`src/sv/top_k_newest_message_select_core_defines.svh`:
```
// ----------------------------------------------------------------------------
// Assertion macros for top_k_newest_message_select_core
// Shared helpers that wrap concurrent assertions on the block clock.
// ----------------------------------------------------------------------------
`ifndef TOP_K_NEWEST_MESSAGE_SELECT_CORE_DEFINES_SVH
`define TOP_K_NEWEST_MESSAGE_SELECT_CORE_DEFINES_SVH

// Check a property on every clock edge outside reset.
`define TKNS_ASSERT_RST(label, clk, rst, prop, msg) \
   label: assert property (@(posedge clk) disable iff (rst) prop) else $error(msg);

// Check a property on every clock edge, reset included.
`define TKNS_ASSERT(label, clk, prop, msg) \
   label: assert property (@(posedge clk) prop) else $error(msg);

`endif

```
`src/sv/tkns_pkg.sv`:
```
// ----------------------------------------------------------------------------
// tkns_pkg
// Shared types and constants of the top-k newest message selector.
// ----------------------------------------------------------------------------
package tkns_pkg;

   localparam int KEEP_COUNT_DEF = 20;
   localparam int FIELD_W        = 63;
   localparam int RANK_W         = 6;

   // One kept message
   typedef struct packed {
      logic [FIELD_W-1:0] date;
      logic [FIELD_W-1:0] msg;
      logic [FIELD_W-1:0] author;
      logic               post;
   } entry_type;

   // Controller to datapath
   typedef struct packed {
      logic              accept;
      logic              insert;
      logic              pop;
      logic              out_last;
      logic [RANK_W-1:0] rank;
   } cmd_type;

   // Datapath to controller
   typedef struct packed {
      logic s1_valid;
      logic s1_last;
      logic out_valid;
   } status_type;

endpackage

```
`src/sv/tkns_ctrl.sv`:
```
// ----------------------------------------------------------------------------
// tkns_ctrl
// Run / emit sequencer of the top-k newest message selector.
// ----------------------------------------------------------------------------
`include "top_k_newest_message_select_core_defines.svh"

module tkns_ctrl #(
   parameter int KEEP_COUNT = tkns_pkg::KEEP_COUNT_DEF,
   parameter int CNT_W      = $clog2(KEEP_COUNT + 1)
) (
   input  logic                 clock,
   input  logic                 reset,
   input  logic                 req_valid,
   output logic                 req_stall,
   input  logic                 rsp_stall,
   input  tkns_pkg::status_type status_i,
   input  logic [CNT_W-1:0]     count_i,
   output tkns_pkg::cmd_type    cmd_o
);

   typedef enum logic {
      S_RUN,
      S_EMIT
   } state_type;

   state_type        state_ff;
   state_type        state_in;
   logic [CNT_W-1:0] rank_ff;
   logic [CNT_W-1:0] rank_in;
   logic             out_ready;
   logic             out_last;

   assign out_ready = !status_i.out_valid || !rsp_stall;
   assign out_last  = (count_i == '0) || ((rank_ff + CNT_W'(1)) == count_i);
   assign req_stall = (state_ff == S_EMIT) || (status_i.s1_valid && status_i.s1_last);

   always_comb begin
      state_in        = state_ff;
      rank_in         = rank_ff;
      cmd_o.accept    = req_valid && !req_stall;
      cmd_o.insert    = 1'b0;
      cmd_o.pop       = 1'b0;
      cmd_o.out_last  = out_last;
      cmd_o.rank      = tkns_pkg::RANK_W'(rank_ff);
      case (state_ff)
         S_RUN: begin
            cmd_o.insert = status_i.s1_valid;
            if (status_i.s1_valid && status_i.s1_last) begin
               state_in = S_EMIT;
               rank_in  = '0;
            end
         end
         S_EMIT: begin
            if (out_ready) begin
               cmd_o.pop = 1'b1;
               rank_in   = rank_ff + CNT_W'(1);
               if (out_last) begin
                  state_in = S_RUN;
               end
            end
         end
         default: begin
            state_in = S_RUN;
         end
      endcase
   end

   always_ff @(posedge clock) begin
      if (reset) begin
         state_ff <= S_RUN;
         rank_ff  <= '0;
      end else begin
         state_ff <= state_in;
         rank_ff  <= rank_in;
      end
   end

   `TKNS_ASSERT_RST(a_pop_in_emit, clock, reset, cmd_o.pop |-> state_ff == S_EMIT, "pop outside emit")
   `TKNS_ASSERT_RST(a_no_accept_emit, clock, reset, state_ff == S_EMIT |-> !cmd_o.accept && !cmd_o.insert, "request taken during emit")

endmodule

```
`config.mk`:
```
export PLATFORM = sky130hd
export DESIGN_NAME = tkns_ctrl
export DESIGN_NICKNAME = d
export VERILOG_FILES = /design/src/sv/tkns_pkg.sv /design/src/sv/tkns_ctrl.sv
export VERILOG_INCLUDE_DIRS = /design/src /design/src/sv
export SDC_FILE = /design/constraint.sdc
export NUM_CORES = 1
export LEC_CHECK = 0
export BUFFER_PORTS_ARGS = -buffer_cell sky130_fd_sc_hd__buf_2
export CORE_AREA = 3 3 40 42
export CTS_CLUSTER_DIAMETER = 100
export DETAILED_ROUTE_END_ITERATION = 8
export DIE_AREA = 0 0 43 45
export GPL_ROUTABILITY_DRIVEN = 0
export PLACE_DENSITY = 0.69
export SYNTH_ARGS = -nofsm -noshare
export SYNTH_HDL_FRONTEND = slang
export SYNTH_SLANG_ARGS = --single-unit
```
`constraint.sdc`:
```
create_clock -name clock -period 1.8 [get_ports clock]
set_clock_uncertainty 0.05 [all_clocks]
set_input_delay 0.36 -clock clock [delete_from_list [all_inputs] [get_ports clock]]
set_output_delay 0.36 -clock clock [all_outputs]
set_load 0.05 [all_outputs]
```
==> results of run 1 <==
-- worst max-delay path, stage by stage (launching register included) --
cell and delay, ps:
sky130_fd_sc_hd__dfxtp_4 350, sky130_fd_sc_hd__ha_4 170, sky130_fd_sc_hd__nand2b_4 140, sky130_fd_sc_hd__a21o_1 170, sky130_fd_sc_hd__a31oi_2 200, sky130_fd_sc_hd__o21ai_2 70, sky130_fd_sc_hd__buf_6 150
-- how the worst min path moves through the flow --
stage                from  depth (start not counted)         end  slack [ps]
2_1_floorplan       reset                          1  rank_ff[2]         370
3_3_place_gp   rank_ff[4]                          1  rank_ff[4]         410
3_5_place_dp   rank_ff[4]                          1  rank_ff[4]         410
4_1_cts             reset                          2  rank_ff[3]         300
5_1_grt             reset                          2  rank_ff[2]         330
6_report            reset                          2  rank_ff[3]         310
-- cell families (layout without fill, tap and decap cells) --
logic type / after synthesis / in the layout / share of synthesized area [%]
simple gates: 21 / 21 / 24.78
fa+ha+maj: 1 / 1 / 2.985
flops: 6 / 6 / 28.66
xor+xnor: 5 / 5 / 10.45
buf+inv: 4 / 36 / 5.370
compound gates: 17 / 17 / 26.87
other cells: 1 / 1 / 0.8947
-- report_power, final --
part | switching [mW] | internal (mW)
clock network | 0.0551 | 0.0844
registers | 0.00351 | 0.135
logic | 0.0805 | 0.0498
-- sequential cells by signal (all words and copies together) (netlist names) --
name / flops
state_ff: 1
rank_ff: 5
-- placed cells by master (no fill, tap or decap), types with 3 or more instances in the layout --
cell type                  netlist  final
sky130_fd_sc_hd__buf_2           0     20
sky130_fd_sc_hd__buf_4           2      9
sky130_fd_sc_hd__nor2_1          7      7
sky130_fd_sc_hd__a21oi_1         5      5
sky130_fd_sc_hd__nand3_1         3      3
sky130_fd_sc_hd__xnor2_1         4      3
sky130_fd_sc_hd__clkbuf_4        0      3
sky130_fd_sc_hd__dfxtp_2         0      3
-- final cells by class --
cell class                      count  area, um2  share of cell area (%)
Multi-Input combinational cell     45      326.6                   47.37
Timing Repair Buffer               30      178.9                   25.95
Sequential cell                     6      131.4                   19.06
Clock buffer                        4      26.28                   3.811
Tap cell                           15      18.77                   2.722
Inverter                            2      7.507                   1.089
-- repair_timing --
action / 4_1_cts / 5_1_grt
resized for setup: 5 / 5
setup endpoints to repair: 1 / 1
cloned: 0 / 0
setup buffers: 2 / 3
pin swaps: 4 / 5
-- stage by stage --
stage	setup TNS (ps)	hold WS [ps]	cells	utilization (%)	power, mW
5_1_grt	-160.9	332.4	102	53.65	0.4305
6_report	-118.4	308.4	102	53.65	0.4080
2_1_floorplan	0	371.7	55	-	0.2176
3_5_place_dp	0	415.0	93	44.50	0.2516
4_1_cts	-133.4	295.7	99	49.56	0.3995
3_3_place_gp	0	413.0	93	44.50	0.2498
-- layer usage --
| metal | up-vias | GRT usage [%] | wire (um) | part of all wire, % |
|---|---|---|---|---|
| li1 | 261 | - | - | - |
| met1 | 222 | 16.02 | 535 | 40 |
| met2 | 34 | 25.15 | 679 | 50 |
| met3 | 2 | 6.375 | 129 | 9.5 |
| met4 | 0 | 3.614 | 9 | 0.67 |
| met5 | - | 0 | 0 | 0 |
==> run_summary.xml, run 1 <==
<?xml version="1.0" encoding="UTF-8"?>
<metrics>
  <group name="status">
    <metric name="run_status" unit="">finished with violations</metric>
    <metric name="violated_checks" unit="">setup timing</metric>
  </group>
  <group name="critical_path">
    <metric name="crit-reg2reg-launch" unit="">rank_ff[0]</metric>
    <metric name="worst-r2r-setup-slack" unit="ps">190</metric>
    <metric name="crit_end_element" unit="">output port</metric>
    <metric name="worst_r2r_endpoint" unit="">state_ff</metric>
    <metric name="crit_path_start" unit="">rank_ff[0]</metric>
    <metric name="critPathMaxFanout" unit="">3</metric>
    <metric name="r2r_cells" unit="">7</metric>
    <metric name="critical_path.startpoint_type" unit="">flip-flop</metric>
    <metric name="cp.required" unit="ps">1390</metric>
    <metric name="crit_type" unit="">flip-flop to output port</metric>
    <metric name="critPathCapture" unit="">cmd_o[6]</metric>
    <metric name="cp.arrival" unit="ps">1510</metric>
  </group>
  <group name="global_route">
    <metric name="grt_antenna_before_repair" unit="">0</metric>
    <metric name="pin_count_of_the_biggest_net_entering_global_routing" unit="">8</metric>
    <metric name="global_route_wire_length_before_repair" unit="um">2049</metric>
    <metric name="first_global_vias" unit="">496</metric>
    <metric name="overflow_after_grt" unit="">0</metric>
    <metric name="grtUsageTotal" unit="%">14.36</metric>
  </group>
  <group name="die">
    <metric name="die-height" unit="um">45</metric>
    <metric name="num_rows" unit="">13</metric>
    <metric name="core-area" unit="mm2">0.001285</metric>
    <metric name="floorplan.initialDensity" unit="%">32.62</metric>
    <metric name="die_area" unit="mm2">0.001935</metric>
    <metric name="die_width" unit="um">43</metric>
    <metric name="ios" unit="">23</metric>
  </group>
  <group name="placed_design">
    <metric name="detailed_placer_s_ending_hpwl" unit="um">893.5</metric>
    <metric name="post_dp_cell_area" unit="um2">571.8</metric>
    <metric name="portBuffers" unit="">21</metric>
    <metric name="placement.setup.worst_slack" unit="ps">17.37</metric>
  </group>
  <group name="clocking">
    <metric name="clock_tree.buffer_depth" unit="">2</metric>
    <metric name="cts_tree" unit="">done</metric>
    <metric name="worst_skew_pair.late_latency" unit="ps">250</metric>
    <metric name="root_cell_of_the_clock_tree" unit="">sky130_fd_sc_hd__clkbuf_4</metric>
    <metric name="clk_pin_slew_worst_paths" unit="ps">50</metric>
    <metric name="clock_buffer_count_from_cts" unit="">3</metric>
    <metric name="h-tree-depth" unit="">1</metric>
    <metric name="clock_sink_count" unit="">6</metric>
    <metric name="cts_hold_buf" unit="">0</metric>
  </group>
  <group name="power_and_ir_drop">
    <metric name="power.static_leakage" unit="nW">0.3172</metric>
    <metric name="power.ir.vdd_worst" unit="V">0.0005366</metric>
    <metric name="power.density" unit="mW/mm2">591.8</metric>
  </group>
  <group name="routing">
    <metric name="drc" unit="">0</metric>
    <metric name="vias_per_cell" unit="">5.088</metric>
    <metric name="num_vias" unit="">519</metric>
    <metric name="dr.pass1.iters" unit="">4</metric>
    <metric name="drt_wirelength" unit="um">1353</metric>
    <metric name="drt_first_iter_violations" unit="">19</metric>
    <metric name="wire_per_inst" unit="um">13.26</metric>
    <metric name="drtAntennaViolNets" unit="">0</metric>
  </group>
  <group name="synth">
    <metric name="synthesis.area" unit="um2">419.2</metric>
    <metric name="synthDominantAreaCellType" unit="">sky130_fd_sc_hd__dfxtp_1</metric>
    <metric name="syn-mean-instance-area" unit="um2">7.621</metric>
    <metric name="synthesis.yosys.warnings" unit="">0</metric>
    <metric name="number_of_enable_flip_flop_cells_after_synthesis" unit="">0</metric>
    <metric name="yosysSeqAreaShare" unit="%">28.66</metric>
    <metric name="yosysMostFrequentCell" unit="">sky130_fd_sc_hd__nor2_1</metric>
    <metric name="synthArstFlopShare" unit="%">0</metric>
    <metric name="post_synth_main_area_contributors" unit="">sky130_fd_sc_hd__dfxtp_1 29%, sky130_fd_sc_hd__xnor2_1 8.4%, sky130_fd_sc_hd__nor2_1 6.3%, sky130_fd_sc_hd__a21oi_1 6.0%, sky130_fd_sc_hd__nand3_1 3.6%</metric>
    <metric name="ys_dominant_reg_cell" unit="">sky130_fd_sc_hd__dfxtp_1</metric>
    <metric name="top_post_synthesis_cells_by_count" unit="">7 x sky130_fd_sc_hd__nor2_1, 6 x sky130_fd_sc_hd__dfxtp_1, 5 x sky130_fd_sc_hd__a21oi_1, 4 x sky130_fd_sc_hd__xnor2_1</metric>
    <metric name="count_of_cell_types_in_the_netlist" unit="">29</metric>
    <metric name="synth_nets" unit="">68</metric>
    <metric name="synthesis.instances" unit="">55</metric>
    <metric name="synth.top_cell.area_share" unit="%">28.66</metric>
    <metric name="synth_seq_cells" unit="">6</metric>
  </group>
  <group name="timing">
    <metric name="fin_ws" unit="ps">-118.4</metric>
    <metric name="report.final.slew_viol_count" unit="">0</metric>
    <metric name="setup_repair_after_global_routing_missed_its_margin" unit="">yes</metric>
    <metric name="report.final.setup_viol" unit="">1</metric>
    <metric name="finalWorstPathRequiredPeriod" unit="ps">1918</metric>
    <metric name="timing.fmax" unit="MHz">521.3</metric>
    <metric name="finalCritPeriodShare" unit="%">106.6</metric>
    <metric name="timing_hold_violations_final" unit="">0</metric>
  </group>
  <group name="final_layout">
    <metric name="area_growth_from_synthesis_to_layout" unit="%">64.48</metric>
    <metric name="finish.net_count" unit="">101</metric>
    <metric name="drive_gt1_share" unit="%">55.17</metric>
    <metric name="final.fill_count" unit="">118</metric>
    <metric name="number_of_diodes" unit="">0</metric>
    <metric name="layout.cell_area.non_filler" unit="um2">689.4</metric>
  </group>
  <group name="worst_hold_path">
    <metric name="min_path_type" unit="">input pin to flip-flop</metric>
  </group>
  <group name="flow_run">
    <metric name="maxCapViolations" unit="">0</metric>
  </group>
</metrics>
Power figures use the tool's default switching activity.
==> inputs of run 2 (changes only) <==
--- a/config.mk
+++ b/config.mk
@@ -12,7 +12,7 @@
 export DETAILED_ROUTE_END_ITERATION = 8
 export DIE_AREA = 0 0 43 45
 export GPL_ROUTABILITY_DRIVEN = 0
-export PLACE_DENSITY = 0.69
+export PLACE_DENSITY = 0.71
 export SYNTH_ARGS = -nofsm -noshare
 export SYNTH_HDL_FRONTEND = slang
 export SYNTH_SLANG_ARGS = --single-unit
==> constraint.sdc (replaced) <==
create_clock -name clock -period 1.6 [get_ports clock]
set_clock_uncertainty 0.05 [all_clocks]
set_input_delay 0.32 -clock clock [delete_from_list [all_inputs] [get_ports clock]]
set_output_delay 0.32 -clock clock [all_outputs]
set_load 0.05 [all_outputs]
==> run_summary.xml, run 2 (synthesis gave the netlist of run 1 again) <==
<?xml version="1.0" encoding="UTF-8"?>
<metrics>
  <group name="routing">
    <metric name="drt_first_iter_violations" unit="">10</metric>
    <metric name="dr.pass1.iters" unit="">2</metric>
    <metric name="vias_per_cell" unit="">4.864</metric>
    <metric name="wire_per_inst" unit="um">11.71</metric>
    <metric name="drc" unit="">0</metric>
    <metric name="drtAntennaViolNets" unit="">0</metric>
    <metric name="drt_wirelength" unit="um">1206</metric>
    <metric name="num_vias" unit="">501</metric>
  </group>
  <group name="critical_path">
    <metric name="crit_type" unit="">flip-flop to output port</metric>
    <metric name="crit_path_cell_trace" unit="">ha_4 -&gt; nand2b_4 -&gt; a21o_1 -&gt; a31oi_2 -&gt; o21ai_1 -&gt; buf_6</metric>
    <metric name="crit-reg2reg-launch" unit="">rank_ff[0]</metric>
    <metric name="cp.arrival" unit="ps">1510</metric>
    <metric name="worst-r2r-setup-slack" unit="ps">170</metric>
    <metric name="cp_num_buf_inv" unit="">1</metric>
    <metric name="critical_path.startpoint_type" unit="">flip-flop</metric>
    <metric name="critPathCapture" unit="">cmd_o[6]</metric>
    <metric name="critical_path_depth" unit="">6</metric>
    <metric name="worst_path_largest_cell_delay" unit="ps">350</metric>
    <metric name="critical-path-slowest-cell" unit="">sky130_fd_sc_hd__dfxtp_4</metric>
    <metric name="critPathMaxFanout" unit="">3</metric>
    <metric name="crit_end_element" unit="">output port</metric>
    <metric name="worst_r2r_endpoint" unit="">state_ff</metric>
    <metric name="cp_top_family" unit="">compound AO/OA/AOI/OAI gates</metric>
    <metric name="cp.required" unit="ps">1230</metric>
    <metric name="crit_path_start" unit="">rank_ff[0]</metric>
    <metric name="r2r_cells" unit="">6</metric>
  </group>
  <group name="flow_run">
    <metric name="maxCapViolations" unit="">0</metric>
  </group>
  <group name="timing">
    <metric name="finalWorstPathRequiredPeriod" unit="ps">1877</metric>
    <metric name="timing.fmax" unit="MHz">532.9</metric>
    <metric name="fin_ws" unit="ps">-276.7</metric>
    <metric name="finalCritPeriodShare" unit="%">117.3</metric>
    <metric name="report.final.setup_viol" unit="">1</metric>
    <metric name="finalHoldWorstSlack" unit="ps">271.9</metric>
    <metric name="timing_hold_violations_final" unit="">0</metric>
    <metric name="report.final.slew_viol_count" unit="">0</metric>
    <metric name="setup_repair_after_global_routing_missed_its_margin" unit="">yes</metric>
  </group>
  <group name="clocking">
    <metric name="cts.repair_timing.setup_buffer_count" unit="">0</metric>
    <metric name="clock_tree.buffer_depth" unit="">2</metric>
    <metric name="root_cell_of_the_clock_tree" unit="">sky130_fd_sc_hd__clkbuf_4</metric>
    <metric name="clk_pin_slew_worst_paths" unit="ps">50</metric>
    <metric name="clock_sink_count" unit="">6</metric>
    <metric name="clock_buffer_count_from_cts" unit="">3</metric>
    <metric name="h-tree-depth" unit="">1</metric>
    <metric name="worst_skew_pair.late_latency" unit="ps">250</metric>
    <metric name="cts_tree" unit="">done</metric>
  </group>
  <group name="worst_hold_path">
    <metric name="min-delay-start" unit="">reset</metric>
    <metric name="min_path_type" unit="">input pin to flip-flop</metric>
  </group>
  <group name="placed_design">
    <metric name="portBuffers" unit="">21</metric>
    <metric name="post-place-cells" unit="">99</metric>
    <metric name="detailed_placer_s_ending_hpwl" unit="um">961.2</metric>
  </group>
  <group name="die">
    <metric name="die_width" unit="um">43</metric>
    <metric name="num_rows" unit="">13</metric>
    <metric name="ios" unit="">23</metric>
    <metric name="die-height" unit="um">45</metric>
    <metric name="core-area" unit="mm2">0.001285</metric>
    <metric name="floorplan.initialDensity" unit="%">32.62</metric>
    <metric name="die_area" unit="mm2">0.001935</metric>
  </group>
  <group name="final_layout">
    <metric name="reg_top3" unit="">rank_ff x5, state_ff x1</metric>
    <metric name="largest_reg_flops" unit="">5</metric>
    <metric name="number_of_cells_in_the_finished_layout_apart_from_fillers" unit="">103</metric>
    <metric name="area_growth_from_synthesis_to_layout" unit="%">64.48</metric>
    <metric name="most_common_cell_after_layout_fill_and_taps_aside" unit="">sky130_fd_sc_hd__buf_2</metric>
    <metric name="number_of_diodes" unit="">0</metric>
    <metric name="drive_gt1_share" unit="%">52.27</metric>
    <metric name="max_flop_register" unit="">rank_ff</metric>
    <metric name="finish.net_count" unit="">102</metric>
    <metric name="mostFrequentLayoutCells" unit="">19 x sky130_fd_sc_hd__buf_2, 10 x sky130_fd_sc_hd__buf_4, 7 x sky130_fd_sc_hd__nor2_1</metric>
    <metric name="postLayoutCoreUtil" unit="%">53.65</metric>
  </group>
  <group name="global_route">
    <metric name="overflow_after_grt" unit="">0</metric>
    <metric name="first_global_vias" unit="">484</metric>
    <metric name="grtUsageTotal" unit="%">13.86</metric>
    <metric name="grt_antenna_before_repair" unit="">0</metric>
    <metric name="global_route_wire_length_before_repair" unit="um">1994</metric>
    <metric name="pin_count_of_the_biggest_net_entering_global_routing" unit="">8</metric>
  </group>
  <group name="power_and_ir_drop">
    <metric name="power.ir.vdd_worst" unit="V">0.0005869</metric>
    <metric name="power.static_leakage" unit="nW">0.3159</metric>
    <metric name="power.density" unit="mW/mm2">656.2</metric>
  </group>
  <group name="status">
    <metric name="run_status" unit="">finished with violations</metric>
    <metric name="violated_checks" unit="">setup timing</metric>
  </group>
</metrics>
==> run 2: worst min-delay path by stage <==
stage	end	slack, ps	cells past startpoint
floorplan	rank_ff[2]	330	1
global placement	rank_ff[4]	400	1
detailed placement	rank_ff[4]	410	1
CTS	rank_ff[3]	270	2
global route	rank_ff[3]	270	2
finish	rank_ff[3]	270	2
==> run 2: repair_timing <==
item | CTS | global route
hold buffers | 0 | 0
gates resized for setup | 4 | 2
pin swaps | 3 | 0
endpoints found under the setup margin | 2 | 2
hold endpoints to repair | 0 | 0
==> run 2: power by group <==
group / switching (mW) / internal [mW]
Clock: 0.0586 / 0.0947
Sequential: 0.00353 / 0.152
Combinational: 0.0872 / 0.0568
Total: 0.149 / 0.303
==> run 2: per-layer routing <==
metal | GRT usage (%) | share of wire [%] | vias up
li1 | - | - | 259
met1 | 14.08 | 39 | 225
met2 | 26.35 | 52 | 17
met3 | 6.773 | 8.8 | 0
met4 | 1.807 | 0 | 0
met5 | 0 | 0 | -
==> run 2: layout make-up <==
| cell class | count | area, um2 |
|---|---|---|
| Multi-Input combinational cell | 45 | 310.3 |
| Sequential cell | 6 | 131.4 |
| Inverter | 2 | 10.01 |
| Tap cell | 15 | 18.77 |
| Clock buffer | 4 | 26.28 |
| Fill cell | 131 | 595.6 |
| Timing Repair Buffer | 31 | 192.7 |
==> run 2: per-stage QoR <==
stage,setup TNS [ps],power [mW],instance area [um2],setup WS (ps)
finish,-276.7,0.4524,689.4,-276.7
global route,-372.3,0.4786,689.4,-372.3
CTS,-263.1,0.4577,683.2,-263.1
detailed placement,-59.72,0.2965,641.9,-59.72
global placement,-52.37,0.2948,641.9,-52.37
floorplan,-97.53,0.2483,457.9,-97.53
